===== src/rtl/tpsc_pkg.sv =====
`default_nettype none

package tpsc_pkg;

  // electrical period in table segments
  localparam int PERIOD_SEGMENTS = 900;

  // quarter-wave sine samples stored in the source table
  localparam int ROM_LEN = 225;

  localparam int QUARTER_LEN = PERIOD_SEGMENTS / 4;
  localparam int HALF_LEN    = PERIOD_SEGMENTS / 2;
  localparam int Q3_START    = PERIOD_SEGMENTS * 3 / 4;
  localparam int THIRD_LEN   = PERIOD_SEGMENTS / 3;

  localparam int POS_W   = 16;
  localparam int SHAMT_W = 4;
  localparam int DUTY_W  = 8;

  // segment index and remainder widths
  localparam int SEG_W  = $clog2(PERIOD_SEGMENTS);
  localparam int REM_W  = $clog2(2 * PERIOD_SEGMENTS);
  localparam int QIDX_W = $clog2(QUARTER_LEN);

  // positive bias that makes every position non-negative before reduction
  localparam int POS_BIAS = ((32768 + PERIOD_SEGMENTS - 1) / PERIOD_SEGMENTS) * PERIOD_SEGMENTS;
  localparam int U_MAX    = 32767 + POS_BIAS;
  localparam int U_W      = $clog2(U_MAX + 1);
  localparam int QUO_W    = $clog2(U_MAX / PERIOD_SEGMENTS + 1);

  // reciprocal of the period, quotient estimate is low by at most one
  localparam int                 RECIP_SH = 32;
  localparam longint unsigned    RECIP    = (64'd1 << RECIP_SH) / PERIOD_SEGMENTS;
  localparam int                 RECIP_W  = $clog2(RECIP + 1);
  localparam int                 PROD_W   = U_W + RECIP_W;

  typedef logic [DUTY_W-1:0] duty_t;
  typedef duty_t rom_t [ROM_LEN];
  typedef duty_t quarter_tab_t [QUARTER_LEN];

  localparam rom_t QUARTER_SINE = '{
    8'd128, 8'd129, 8'd130, 8'd131, 8'd132, 8'd132, 8'd133, 8'd134,
    8'd135, 8'd136, 8'd137, 8'd138, 8'd139, 8'd139, 8'd140, 8'd141,
    8'd142, 8'd143, 8'd144, 8'd145, 8'd146, 8'd147, 8'd147, 8'd148,
    8'd149, 8'd150, 8'd151, 8'd152, 8'd153, 8'd154, 8'd154, 8'd155,
    8'd156, 8'd157, 8'd158, 8'd159, 8'd160, 8'd160, 8'd161, 8'd162,
    8'd163, 8'd164, 8'd165, 8'd166, 8'd166, 8'd167, 8'd168, 8'd169,
    8'd170, 8'd171, 8'd172, 8'd172, 8'd173, 8'd174, 8'd175, 8'd176,
    8'd176, 8'd177, 8'd178, 8'd179, 8'd180, 8'd181, 8'd181, 8'd182,
    8'd183, 8'd184, 8'd185, 8'd185, 8'd186, 8'd187, 8'd188, 8'd189,
    8'd189, 8'd190, 8'd191, 8'd192, 8'd192, 8'd193, 8'd194, 8'd195,
    8'd195, 8'd196, 8'd197, 8'd198, 8'd198, 8'd199, 8'd200, 8'd201,
    8'd201, 8'd202, 8'd203, 8'd204, 8'd204, 8'd205, 8'd206, 8'd206,
    8'd207, 8'd208, 8'd208, 8'd209, 8'd210, 8'd210, 8'd211, 8'd212,
    8'd212, 8'd213, 8'd214, 8'd214, 8'd215, 8'd216, 8'd216, 8'd217,
    8'd218, 8'd218, 8'd219, 8'd220, 8'd220, 8'd221, 8'd221, 8'd222,
    8'd223, 8'd223, 8'd224, 8'd224, 8'd225, 8'd225, 8'd226, 8'd227,
    8'd227, 8'd228, 8'd228, 8'd229, 8'd229, 8'd230, 8'd230, 8'd231,
    8'd231, 8'd232, 8'd232, 8'd233, 8'd233, 8'd234, 8'd234, 8'd235,
    8'd235, 8'd236, 8'd236, 8'd237, 8'd237, 8'd238, 8'd238, 8'd239,
    8'd239, 8'd239, 8'd240, 8'd240, 8'd241, 8'd241, 8'd242, 8'd242,
    8'd242, 8'd243, 8'd243, 8'd243, 8'd244, 8'd244, 8'd245, 8'd245,
    8'd245, 8'd246, 8'd246, 8'd246, 8'd247, 8'd247, 8'd247, 8'd247,
    8'd248, 8'd248, 8'd248, 8'd249, 8'd249, 8'd249, 8'd249, 8'd250,
    8'd250, 8'd250, 8'd250, 8'd251, 8'd251, 8'd251, 8'd251, 8'd252,
    8'd252, 8'd252, 8'd252, 8'd252, 8'd252, 8'd253, 8'd253, 8'd253,
    8'd253, 8'd253, 8'd253, 8'd254, 8'd254, 8'd254, 8'd254, 8'd254,
    8'd254, 8'd254, 8'd254, 8'd254, 8'd255, 8'd255, 8'd255, 8'd255,
    8'd255, 8'd255, 8'd255, 8'd255, 8'd255, 8'd255, 8'd255, 8'd255,
    8'd255
  };

  // quarter table resampled to the period, built at elaboration
  function automatic quarter_tab_t build_quarter_tab();
    quarter_tab_t tab;
    int r;
    for (int i = 0; i < QUARTER_LEN; i++) begin
      r = (i * ROM_LEN) / QUARTER_LEN;
      if (r >= ROM_LEN) begin
        r = ROM_LEN - 1;
      end
      tab[i] = QUARTER_SINE[r];
    end
    return tab;
  endfunction

  localparam quarter_tab_t QUARTER_TAB = build_quarter_tab();

  typedef struct packed {
    logic               motor_select;
    logic [SHAMT_W-1:0] attenuation;
  } side_t;

  typedef struct packed {
    logic [SEG_W-1:0] a;
    logic [SEG_W-1:0] b;
    logic [SEG_W-1:0] c;
  } seg_t;

  typedef struct packed {
    logic lookup_en;
    logic shift_en;
  } duty_ctl_t;

endpackage

`default_nettype wire


===== src/rtl/three_phase_sine_commutation.sv =====
// three-phase sine commutation
//
// slave side takes one beat per position: s_axis_tdata carries the signed
// electrical position (segments) and the attenuation shift, s_axis_tuser the
// motor select. the position is wrapped into one electrical period and three
// duties are produced for phases at the position, plus one third and plus two
// thirds of a period, each from a mirrored quarter-wave sine table centered
// on 128 and shifted right by the attenuation (8 and up clears them).
// master side gives one beat per accepted input: three duties on
// m_axis_tdata, the motor group they belong to on m_axis_tuser.
//
// input beat to output beat runs through registered stages in this order:
// bias and reciprocal multiply, remainder, wrap, phase offsets, table lookup, shift.
// throughput is one beat per cycle; every stage has its own valid bit and
// loads whenever it is empty or the stage after it moves, so bubbles close
// up while the receiver stalls and s_axis_tready drops only once all six
// stages hold a beat. nothing is dropped or repeated under backpressure.
// reset clears the valid bits only; there is no other state and no
// clearing pass, so the block takes beats in the first cycle after reset.
`default_nettype none

module three_phase_sine_commutation
  import tpsc_pkg::*;
(
  input  wire  logic        clk_i,
  input  wire  logic        rst_ni,
  input  wire  logic        s_axis_tvalid,
  output logic              s_axis_tready,
  input  wire  logic [23:0] s_axis_tdata,   // position [15:0], attenuation [19:16], zero pad
  input  wire  logic        s_axis_tuser,   // motor_select [0]
  output logic              m_axis_tvalid,
  input  wire  logic        m_axis_tready,
  output logic [23:0]       m_axis_tdata,   // duty_phase_a [7:0], duty_phase_b [15:8],
                                            // duty_phase_c [23:16]
  output logic              m_axis_tuser    // motor_group [0]
);

  side_t     side_in;
  logic      wrap_vld;
  logic      wrap_rdy;
  seg_t      wrap_seg;
  side_t     wrap_side;

  // lookup and shift stages
  logic [1:0] d_vld_q;
  logic [1:0] d_rdy;
  side_t      side5_q;
  logic       motor6_q;
  duty_ctl_t  duty_ctl;
  duty_t      duty_a, duty_b, duty_c;

  assign side_in.motor_select = s_axis_tuser;
  assign side_in.attenuation  = s_axis_tdata[POS_W +: SHAMT_W];

  tpsc_wrap u_wrap (
    .clk_i       (clk_i),
    .rst_ni      (rst_ni),
    .in_valid_i  (s_axis_tvalid),
    .in_ready_o  (s_axis_tready),
    .pos_i       (s_axis_tdata[POS_W-1:0]),
    .side_i      (side_in),
    .out_valid_o (wrap_vld),
    .out_ready_i (wrap_rdy),
    .seg_o       (wrap_seg),
    .side_o      (wrap_side)
  );

  // ready ripples back from the output register
  assign d_rdy[1] = !d_vld_q[1] || m_axis_tready;
  assign d_rdy[0] = !d_vld_q[0] || d_rdy[1];
  assign wrap_rdy = d_rdy[0];

  assign duty_ctl.lookup_en = d_rdy[0];
  assign duty_ctl.shift_en  = d_rdy[1];

  tpsc_duty u_duty_a (
    .clk_i   (clk_i),
    .ctl_i   (duty_ctl),
    .seg_i   (wrap_seg.a),
    .shamt_i (side5_q.attenuation),
    .duty_o  (duty_a)
  );

  tpsc_duty u_duty_b (
    .clk_i   (clk_i),
    .ctl_i   (duty_ctl),
    .seg_i   (wrap_seg.b),
    .shamt_i (side5_q.attenuation),
    .duty_o  (duty_b)
  );

  tpsc_duty u_duty_c (
    .clk_i   (clk_i),
    .ctl_i   (duty_ctl),
    .seg_i   (wrap_seg.c),
    .shamt_i (side5_q.attenuation),
    .duty_o  (duty_c)
  );

  always_ff @(posedge clk_i or negedge rst_ni) begin
    if (!rst_ni) begin
      d_vld_q <= '0;
    end else begin
      if (d_rdy[0]) begin
        d_vld_q[0] <= wrap_vld;
      end
      if (d_rdy[1]) begin
        d_vld_q[1] <= d_vld_q[0];
      end
    end
  end

  // sideband follows the duty stages
  always_ff @(posedge clk_i) begin
    if (d_rdy[0]) begin
      side5_q <= wrap_side;
    end
    if (d_rdy[1]) begin
      motor6_q <= side5_q.motor_select;
    end
  end

  assign m_axis_tvalid = d_vld_q[1];
  assign m_axis_tdata  = {duty_c, duty_b, duty_a};
  assign m_axis_tuser  = motor6_q;

  // wrapped segments stay inside one period
  a_seg_range : assert property (@(posedge clk_i) disable iff (!rst_ni)
    wrap_vld |-> (wrap_seg.a < SEG_W'(PERIOD_SEGMENTS)) &&
                 (wrap_seg.b < SEG_W'(PERIOD_SEGMENTS)) &&
                 (wrap_seg.c < SEG_W'(PERIOD_SEGMENTS)))
    else $error("wrapped segment outside the period");

  // phase b leads phase c by one third of a period, modulo the period
  a_seg_spacing : assert property (@(posedge clk_i) disable iff (!rst_ni)
    wrap_vld |-> ((32'(wrap_seg.b) == 32'(wrap_seg.c) + THIRD_LEN) ||
                  (32'(wrap_seg.b) + PERIOD_SEGMENTS == 32'(wrap_seg.c) + THIRD_LEN)))
    else $error("phase spacing broken");

  // a free receiver must never stall the sender
  a_ready_path : assert property (@(posedge clk_i) disable iff (!rst_ni)
    m_axis_tready |-> s_axis_tready)
    else $error("input stalled while output drains");

endmodule

`default_nettype wire


===== src/rtl/tpsc_wrap.sv =====
`default_nettype none

module tpsc_wrap
  import tpsc_pkg::*;
(
  input  wire  logic                    clk_i,
  input  wire  logic                    rst_ni,
  input  wire  logic                    in_valid_i,
  output logic                          in_ready_o,
  input  wire  logic signed [POS_W-1:0] pos_i,
  input  wire  side_t                   side_i,
  output logic                          out_valid_o,
  input  wire  logic                    out_ready_i,
  output seg_t                          seg_o,
  output side_t                         side_o
);

  localparam int NSTG = 4;

  logic [NSTG-1:0] vld_q;
  logic [NSTG-1:0] rdy;
  side_t           side_q [NSTG];

  // stage 1: bias and reciprocal multiply
  logic [U_W-1:0]    u_d, u_q;
  logic [PROD_W-1:0] prod;
  logic [QUO_W-1:0]  quo_d, quo_q;
  // stage 2: remainder below twice the period
  logic [U_W-1:0]    rem_full;
  logic [REM_W-1:0]  rem_d, rem_q;
  // stage 3: final wrap
  logic [SEG_W-1:0]  sc_d, sc_q;
  // stage 4: phase offsets
  logic [SEG_W:0]    sum_b, sum_a;
  seg_t              seg_d, seg_q;

  always_comb begin
    rdy[NSTG-1] = !vld_q[NSTG-1] || out_ready_i;
    for (int k = NSTG - 2; k >= 0; k--) begin
      rdy[k] = !vld_q[k] || rdy[k+1];
    end
  end

  assign in_ready_o = rdy[0];

  assign u_d   = U_W'(int'(pos_i) + POS_BIAS);
  assign prod  = PROD_W'(u_d) * PROD_W'(RECIP);
  assign quo_d = QUO_W'(prod >> RECIP_SH);

  assign rem_full = u_q - U_W'(U_W'(quo_q) * U_W'(PERIOD_SEGMENTS));
  assign rem_d    = REM_W'(rem_full);

  assign sc_d = (rem_q >= REM_W'(PERIOD_SEGMENTS)) ? SEG_W'(rem_q - REM_W'(PERIOD_SEGMENTS))
                                                   : SEG_W'(rem_q);

  assign sum_b = {1'b0, sc_q} + (SEG_W+1)'(THIRD_LEN);
  assign sum_a = {1'b0, sc_q} + (SEG_W+1)'(2 * THIRD_LEN);

  always_comb begin
    seg_d.c = sc_q;
    seg_d.b = (sum_b >= (SEG_W+1)'(PERIOD_SEGMENTS)) ?
              SEG_W'(sum_b - (SEG_W+1)'(PERIOD_SEGMENTS)) : SEG_W'(sum_b);
    seg_d.a = (sum_a >= (SEG_W+1)'(PERIOD_SEGMENTS)) ?
              SEG_W'(sum_a - (SEG_W+1)'(PERIOD_SEGMENTS)) : SEG_W'(sum_a);
  end

  always_ff @(posedge clk_i or negedge rst_ni) begin
    if (!rst_ni) begin
      vld_q <= '0;
    end else begin
      if (rdy[0]) begin
        vld_q[0] <= in_valid_i;
      end
      for (int k = 1; k < NSTG; k++) begin
        if (rdy[k]) begin
          vld_q[k] <= vld_q[k-1];
        end
      end
    end
  end

  always_ff @(posedge clk_i) begin
    if (rdy[0]) begin
      u_q       <= u_d;
      quo_q     <= quo_d;
      side_q[0] <= side_i;
    end
    if (rdy[1]) begin
      rem_q     <= rem_d;
      side_q[1] <= side_q[0];
    end
    if (rdy[2]) begin
      sc_q      <= sc_d;
      side_q[2] <= side_q[1];
    end
    if (rdy[3]) begin
      seg_q     <= seg_d;
      side_q[3] <= side_q[2];
    end
  end

  assign out_valid_o = vld_q[NSTG-1];
  assign seg_o       = seg_q;
  assign side_o      = side_q[NSTG-1];

endmodule

`default_nettype wire


===== src/rtl/tpsc_duty.sv =====
`default_nettype none

module tpsc_duty
  import tpsc_pkg::*;
(
  input  wire  logic               clk_i,
  input  wire  duty_ctl_t          ctl_i,
  input  wire  logic [SEG_W-1:0]   seg_i,
  input  wire  logic [SHAMT_W-1:0] shamt_i,
  output duty_t                    duty_o
);

  logic [SEG_W-1:0] qidx;
  logic             flip;
  duty_t            sample;
  duty_t            raw_d, raw_q;
  duty_t            duty_d, duty_q;

  // fold the segment into the first quarter
  always_comb begin
    priority if (seg_i >= SEG_W'(Q3_START)) begin
      qidx = SEG_W'(PERIOD_SEGMENTS - 1) - seg_i;
      flip = 1'b1;
    end else if (seg_i >= SEG_W'(HALF_LEN)) begin
      qidx = seg_i - SEG_W'(HALF_LEN);
      flip = 1'b1;
    end else if (seg_i >= SEG_W'(QUARTER_LEN)) begin
      qidx = SEG_W'(HALF_LEN - 1) - seg_i;
      flip = 1'b0;
    end else begin
      qidx = seg_i;
      flip = 1'b0;
    end
    if (qidx >= SEG_W'(QUARTER_LEN)) begin
      qidx = SEG_W'(QUARTER_LEN - 1);
    end
  end

  assign sample = QUARTER_TAB[qidx[QIDX_W-1:0]];
  assign raw_d  = flip ? ~sample : sample;

  // shifts of a full byte or more clear the duty
  assign duty_d = (shamt_i >= SHAMT_W'(DUTY_W)) ? '0 : (raw_q >> shamt_i);

  always_ff @(posedge clk_i) begin
    if (ctl_i.lookup_en) begin
      raw_q <= raw_d;
    end
    if (ctl_i.shift_en) begin
      duty_q <= duty_d;
    end
  end

  assign duty_o = duty_q;

endmodule

`default_nettype wire


===== config.mk =====
export PLATFORM = sky130hd
export DESIGN_NAME = three_phase_sine_commutation
export DESIGN_NICKNAME = d
export VERILOG_FILES = /design/src/rtl/tpsc_pkg.sv /design/src/rtl/three_phase_sine_commutation.sv /design/src/rtl/tpsc_wrap.sv /design/src/rtl/tpsc_duty.sv
export SDC_FILE = /design/constraint.sdc
export NUM_CORES = 1
export LEC_CHECK = 0
export BUFFER_PORTS_ARGS = -buffer_cell sky130_fd_sc_hd__buf_2
export CORE_UTILIZATION = 31
export DETAILED_ROUTE_END_ITERATION = 7
export PLACE_DENSITY_LB_ADDON = 0.2
export SYNTH_ARGS = -nofsm -noshare
export SYNTH_HDL_FRONTEND = slang
export SYNTH_SLANG_ARGS = --single-unit
export TNS_END_PERCENT = 50

===== constraint.sdc =====
create_clock -name clk_i -period 6.9 [get_ports clk_i]
set_input_delay 1.725 -clock clk_i [delete_from_list [all_inputs] [get_ports clk_i]]
set_output_delay 1.725 -clock clk_i [all_outputs]
set_load 0.02 [all_outputs]

==> impl_summary.txt <==
----------------------------------------------------
[Run status]
  Result of the run ... finished, violations left
  Violated checks ... negative setup slack

[Worst setup path]
  WP data required ... 7.07 ns
  Cell seen most often among critical-path stages ... fa_1
  Maximum single-stage delay on the critical path ... ~0.56 ns
  Worst Setup Start Kind ... input pin
  Critical-path cell with the highest stage delay ... fa_1
  Setup Crit Path Kind ... input pin to flip-flop
  Kind of cell adding the most delay to the critical path ... adder cells
  Critical Path AT ... a little under 8 ns
  Setup crit end kind ... flip-flop
  Worst Path Buf+Inv ... 7
  Maximum fanout along the worst path ... 3
  R2R setup slack ... about 1.2 ns

[Final layout]
  Layout cells sized above 1 ... 0.157
  Area occupied by registers ... between 4000 and 5000 sq um
  Area delta synth->final ... 16.2%
  Count of filler cells inserted in the layout ... 5890
  Area used by multi-input combinational logic ... roughly 13000 sq um
  Non-filler instance count after layout ... between 2000 and 3000
  Net total in the final layout ... around 2500

[Die]
  Area of the die ... roughly 60000 sq um
  Placeable Area ... around 58000 sq um
  Boundary pin count ... 56
  Chip Width ... 244 microns
  Initial standard-cell utilization of the core ... 0.314
  Count of standard-cell rows ... 88
  Die Ht ... 244 microns

[Synthesis]
  Fraction of synthesis flops using an asynchronous set or reset pin ... 0.0414
  Number of nets produced by synthesis ... 2393
  Most common cell in the netlist ... inv_1
  Dominant register cell in the synthesized netlist ... edfxtp_1
  Top area cells in the synthesized netlist ... edfxtp_1, ha_1, fa_1, inv_1, a21oi_1
  Count of flip-flops with a built-in enable after synthesis ... around 140
  Synth warnings ... 0
  Post-Syn Instances ... ~2000
  Sequential-to-total area share from yosys stat ... 0.238
  Most used standard cells in the synthesized netlist ... inv_1, ha_1, nor2_1
  Unique cell type count in the Yosys netlist ... between 90 and 100
  Synth top area share ... 0.230
  Post-synthesis instance area ... approximately 18000 sq um
  Synthesized flop and latch total ... 145
  Dominant cell type by area after synthesis ... edfxtp_1
  Mean cell area of the mapped netlist ... just under 9 sq um

[Clock network]
  Clock tree from TritonCTS ... done
  Worst-path clk slew ... 0.07 ns
  Clock tree sinks ... approximately 150
  Clk Tree Root Cell ... clkbuf_16
  Worst skew pair latency ... about 0.42 ns
  CTS Buffer Depth ... 2
  CTS H-tree depth ... 4
  TritonCTS buffer count ... 17

[Place]
  RePlAce Congestion ... just over 0.9
  Detailed-placement wirelength estimate ... around 40000 microns
  Count of placed standard cells including taps ... roughly 2900
  Count of input and output buffers ... 51
  Placement Setup Slack ... -1.59 ns

[STA]
  Worst clock skew on the final layout ... about 0.014 ns
  Tmin final ... between 7 and 8 ns
  Worst-case hold slack ... around 0.41 ns
  Pins over their slew limit ... 0
  Part of the cycle the worst path needs ... 1.11
  Slew margin rel. ... 0.226
  Final count of hold timing violations ... 0
  Slew at the pin closest to its max-slew limit ... roughly 1.2 ns
  Setup-violating endpoint count in the final report ... 6
  Setup slack of the critical path after layout ... -0.777 ns
  Achievable Freq ... 0.130 GHz
  Setup repair after global routing missed its margin ... yes

[Run]
  Maximum capacitance violations ... 0

[Global routing]
  First-pass GRT wire length ... about 83000 microns
  Number of global-route vias before repair ... between 15000 and 20000
  Final global-route overflow total ... 0
  Maximum number of pins on one net before global-route repair ... 34
  Initial antenna violation count ... 1
  Combined global-route utilization of all metal layers ... 0.169

[Min path]
  Class of the tightest hold or removal check ... flip-flop to flip-flop

[Drt]
  Final routed wirelength across all metal layers ... 50500 microns
  Count of TritonRoute iterations in the first routing pass ... 5
  WL/cell ... about 17 microns
  Post-route ant nets ... 0
  Detailed-route DRC error count ... 0
  Vias ... about 16000
  Drt first-iter violations ... between 1000 and 1500
  Vias per Instance ... roughly 5.4

----------------------------------------------------
[layout make-up]
class	count	share of cell area
Inverter	248	0.0443
Antenna cell	1	0.000119
Clock buffer	18	0.0204
Timing Repair Buffer	197	0.0664
Sequential cell	145	0.205
Clock inverter	14	0.00807
Multi-Input combinational cell	1549	0.610
Tap cell	765	0.0454
[flip-flops by register name (all words and copies together), names as in the netlist]
register,count
u_wrap.seg_o,26
u_wrap.side_q,20
u_wrap.rem_q,11
u_wrap.u_q,11
u_wrap.sc_q,10
u_duty_a.duty_o,8
u_duty_a.raw_q,8
u_duty_b.duty_o,8
u_duty_b.raw_q,8
u_duty_c.duty_o,8
u_duty_c.raw_q,8
u_wrap.quo_q,7
side5_q,5
u_wrap.vld_q,4
d_vld_q,2
m_axis_tuser,1
[repair_timing]
| item | in CTS | in global routing |
|---|---|---|
| hold endpoints to repair | 0 | 0 |
| hold buffers | 0 | 0 |
| pin swaps | 51 | 30 |
| endpoints found under the setup margin | 7 | 7 |
| setup buffers | 12 | 4 |
| gates resized for setup | 44 | 20 |
[stage by stage]
step	TNS [ns]	instance area (sq um)	utilization
global placement	-9.13	20100	0.347
global route	-5.69	21100	0.365
floorplan	-4.97	18300	-
detailed placement	-9.55	20100	0.347
CTS	-3.65	21000	0.363
finish	-3.88	21100	0.365
[layout by cell type (no fill, tap or decap), drive strengths merged, types with 12 or more instances in the layout]
| cell type | count |
|---|---|
| inv | 255 |
| ha | 228 |
| buf | 197 |
| nor2 | 152 |
| edfxtp | 139 |
| nand2 | 139 |
| a21oi | 130 |
| fa | 96 |
| o21ai | 95 |
| xnor2 | 72 |
| nand3 | 59 |
| nor3 | 50 |
| a31oi | 33 |
| a211oi | 30 |
| xor2 | 28 |
| o211ai | 24 |
| nand2b | 23 |
| mux2i | 22 |
| and2 | 22 |
| a21o | 21 |
| nor2b | 19 |
| clkbuf | 18 |
| o31ai | 17 |
| and3 | 16 |
| or2 | 14 |
| nor4 | 14 |
| a311oi | 14 |
| nand4 | 12 |
[cells by family after synthesis]
logic type      Yosys count  synth area share
fa+ha+maj               325             0.264
compound gates          522             0.196
flops                   145             0.238
xor+xnor                100            0.0483
buf+inv                 346            0.0737
simple gates            561             0.151
mux                      41            0.0295
[worst paths after layout]
check                                                 to  depth (start not counted)                     startpoint
hold reg to reg            u_wrap.side_q[2][2]$_DFFE_PP_                          0  u_wrap.side_q[1][2]$_DFFE_PP_
max in group asynchronous    u_wrap.vld_q[3]$_DFFE_PN0P_                          1                         rst_ni
setup reg to reg             u_duty_c.raw_q[2]$_DFFE_PP_                         17      u_wrap.seg_o[3]$_DFFE_PP_
setup / recovery               u_wrap.quo_q[6]$_DFFE_PP_                         30                s_axis_tdata[2]
min in group asynchronous    u_wrap.vld_q[0]$_DFFE_PN0P_                          1                         rst_ni
hold / removal             u_wrap.side_q[2][2]$_DFFE_PP_                          0  u_wrap.side_q[1][2]$_DFFE_PP_
[layer usage]
layer  GRT usage  vias to the layer above  share of wire  routed length, microns
met5           0                        -        0.00040                      20
met4      0.0454                        2          0.023                    1160
met3      0.0138                       90          0.043                    2190
met2       0.295                      483           0.49                   24500
met1       0.223                     7575           0.45                   22600
li1            -                     7607              -                       -
Power is not shown: default switching activity piles up to over one toggle a cycle in this logic, so the estimate is an artifact.
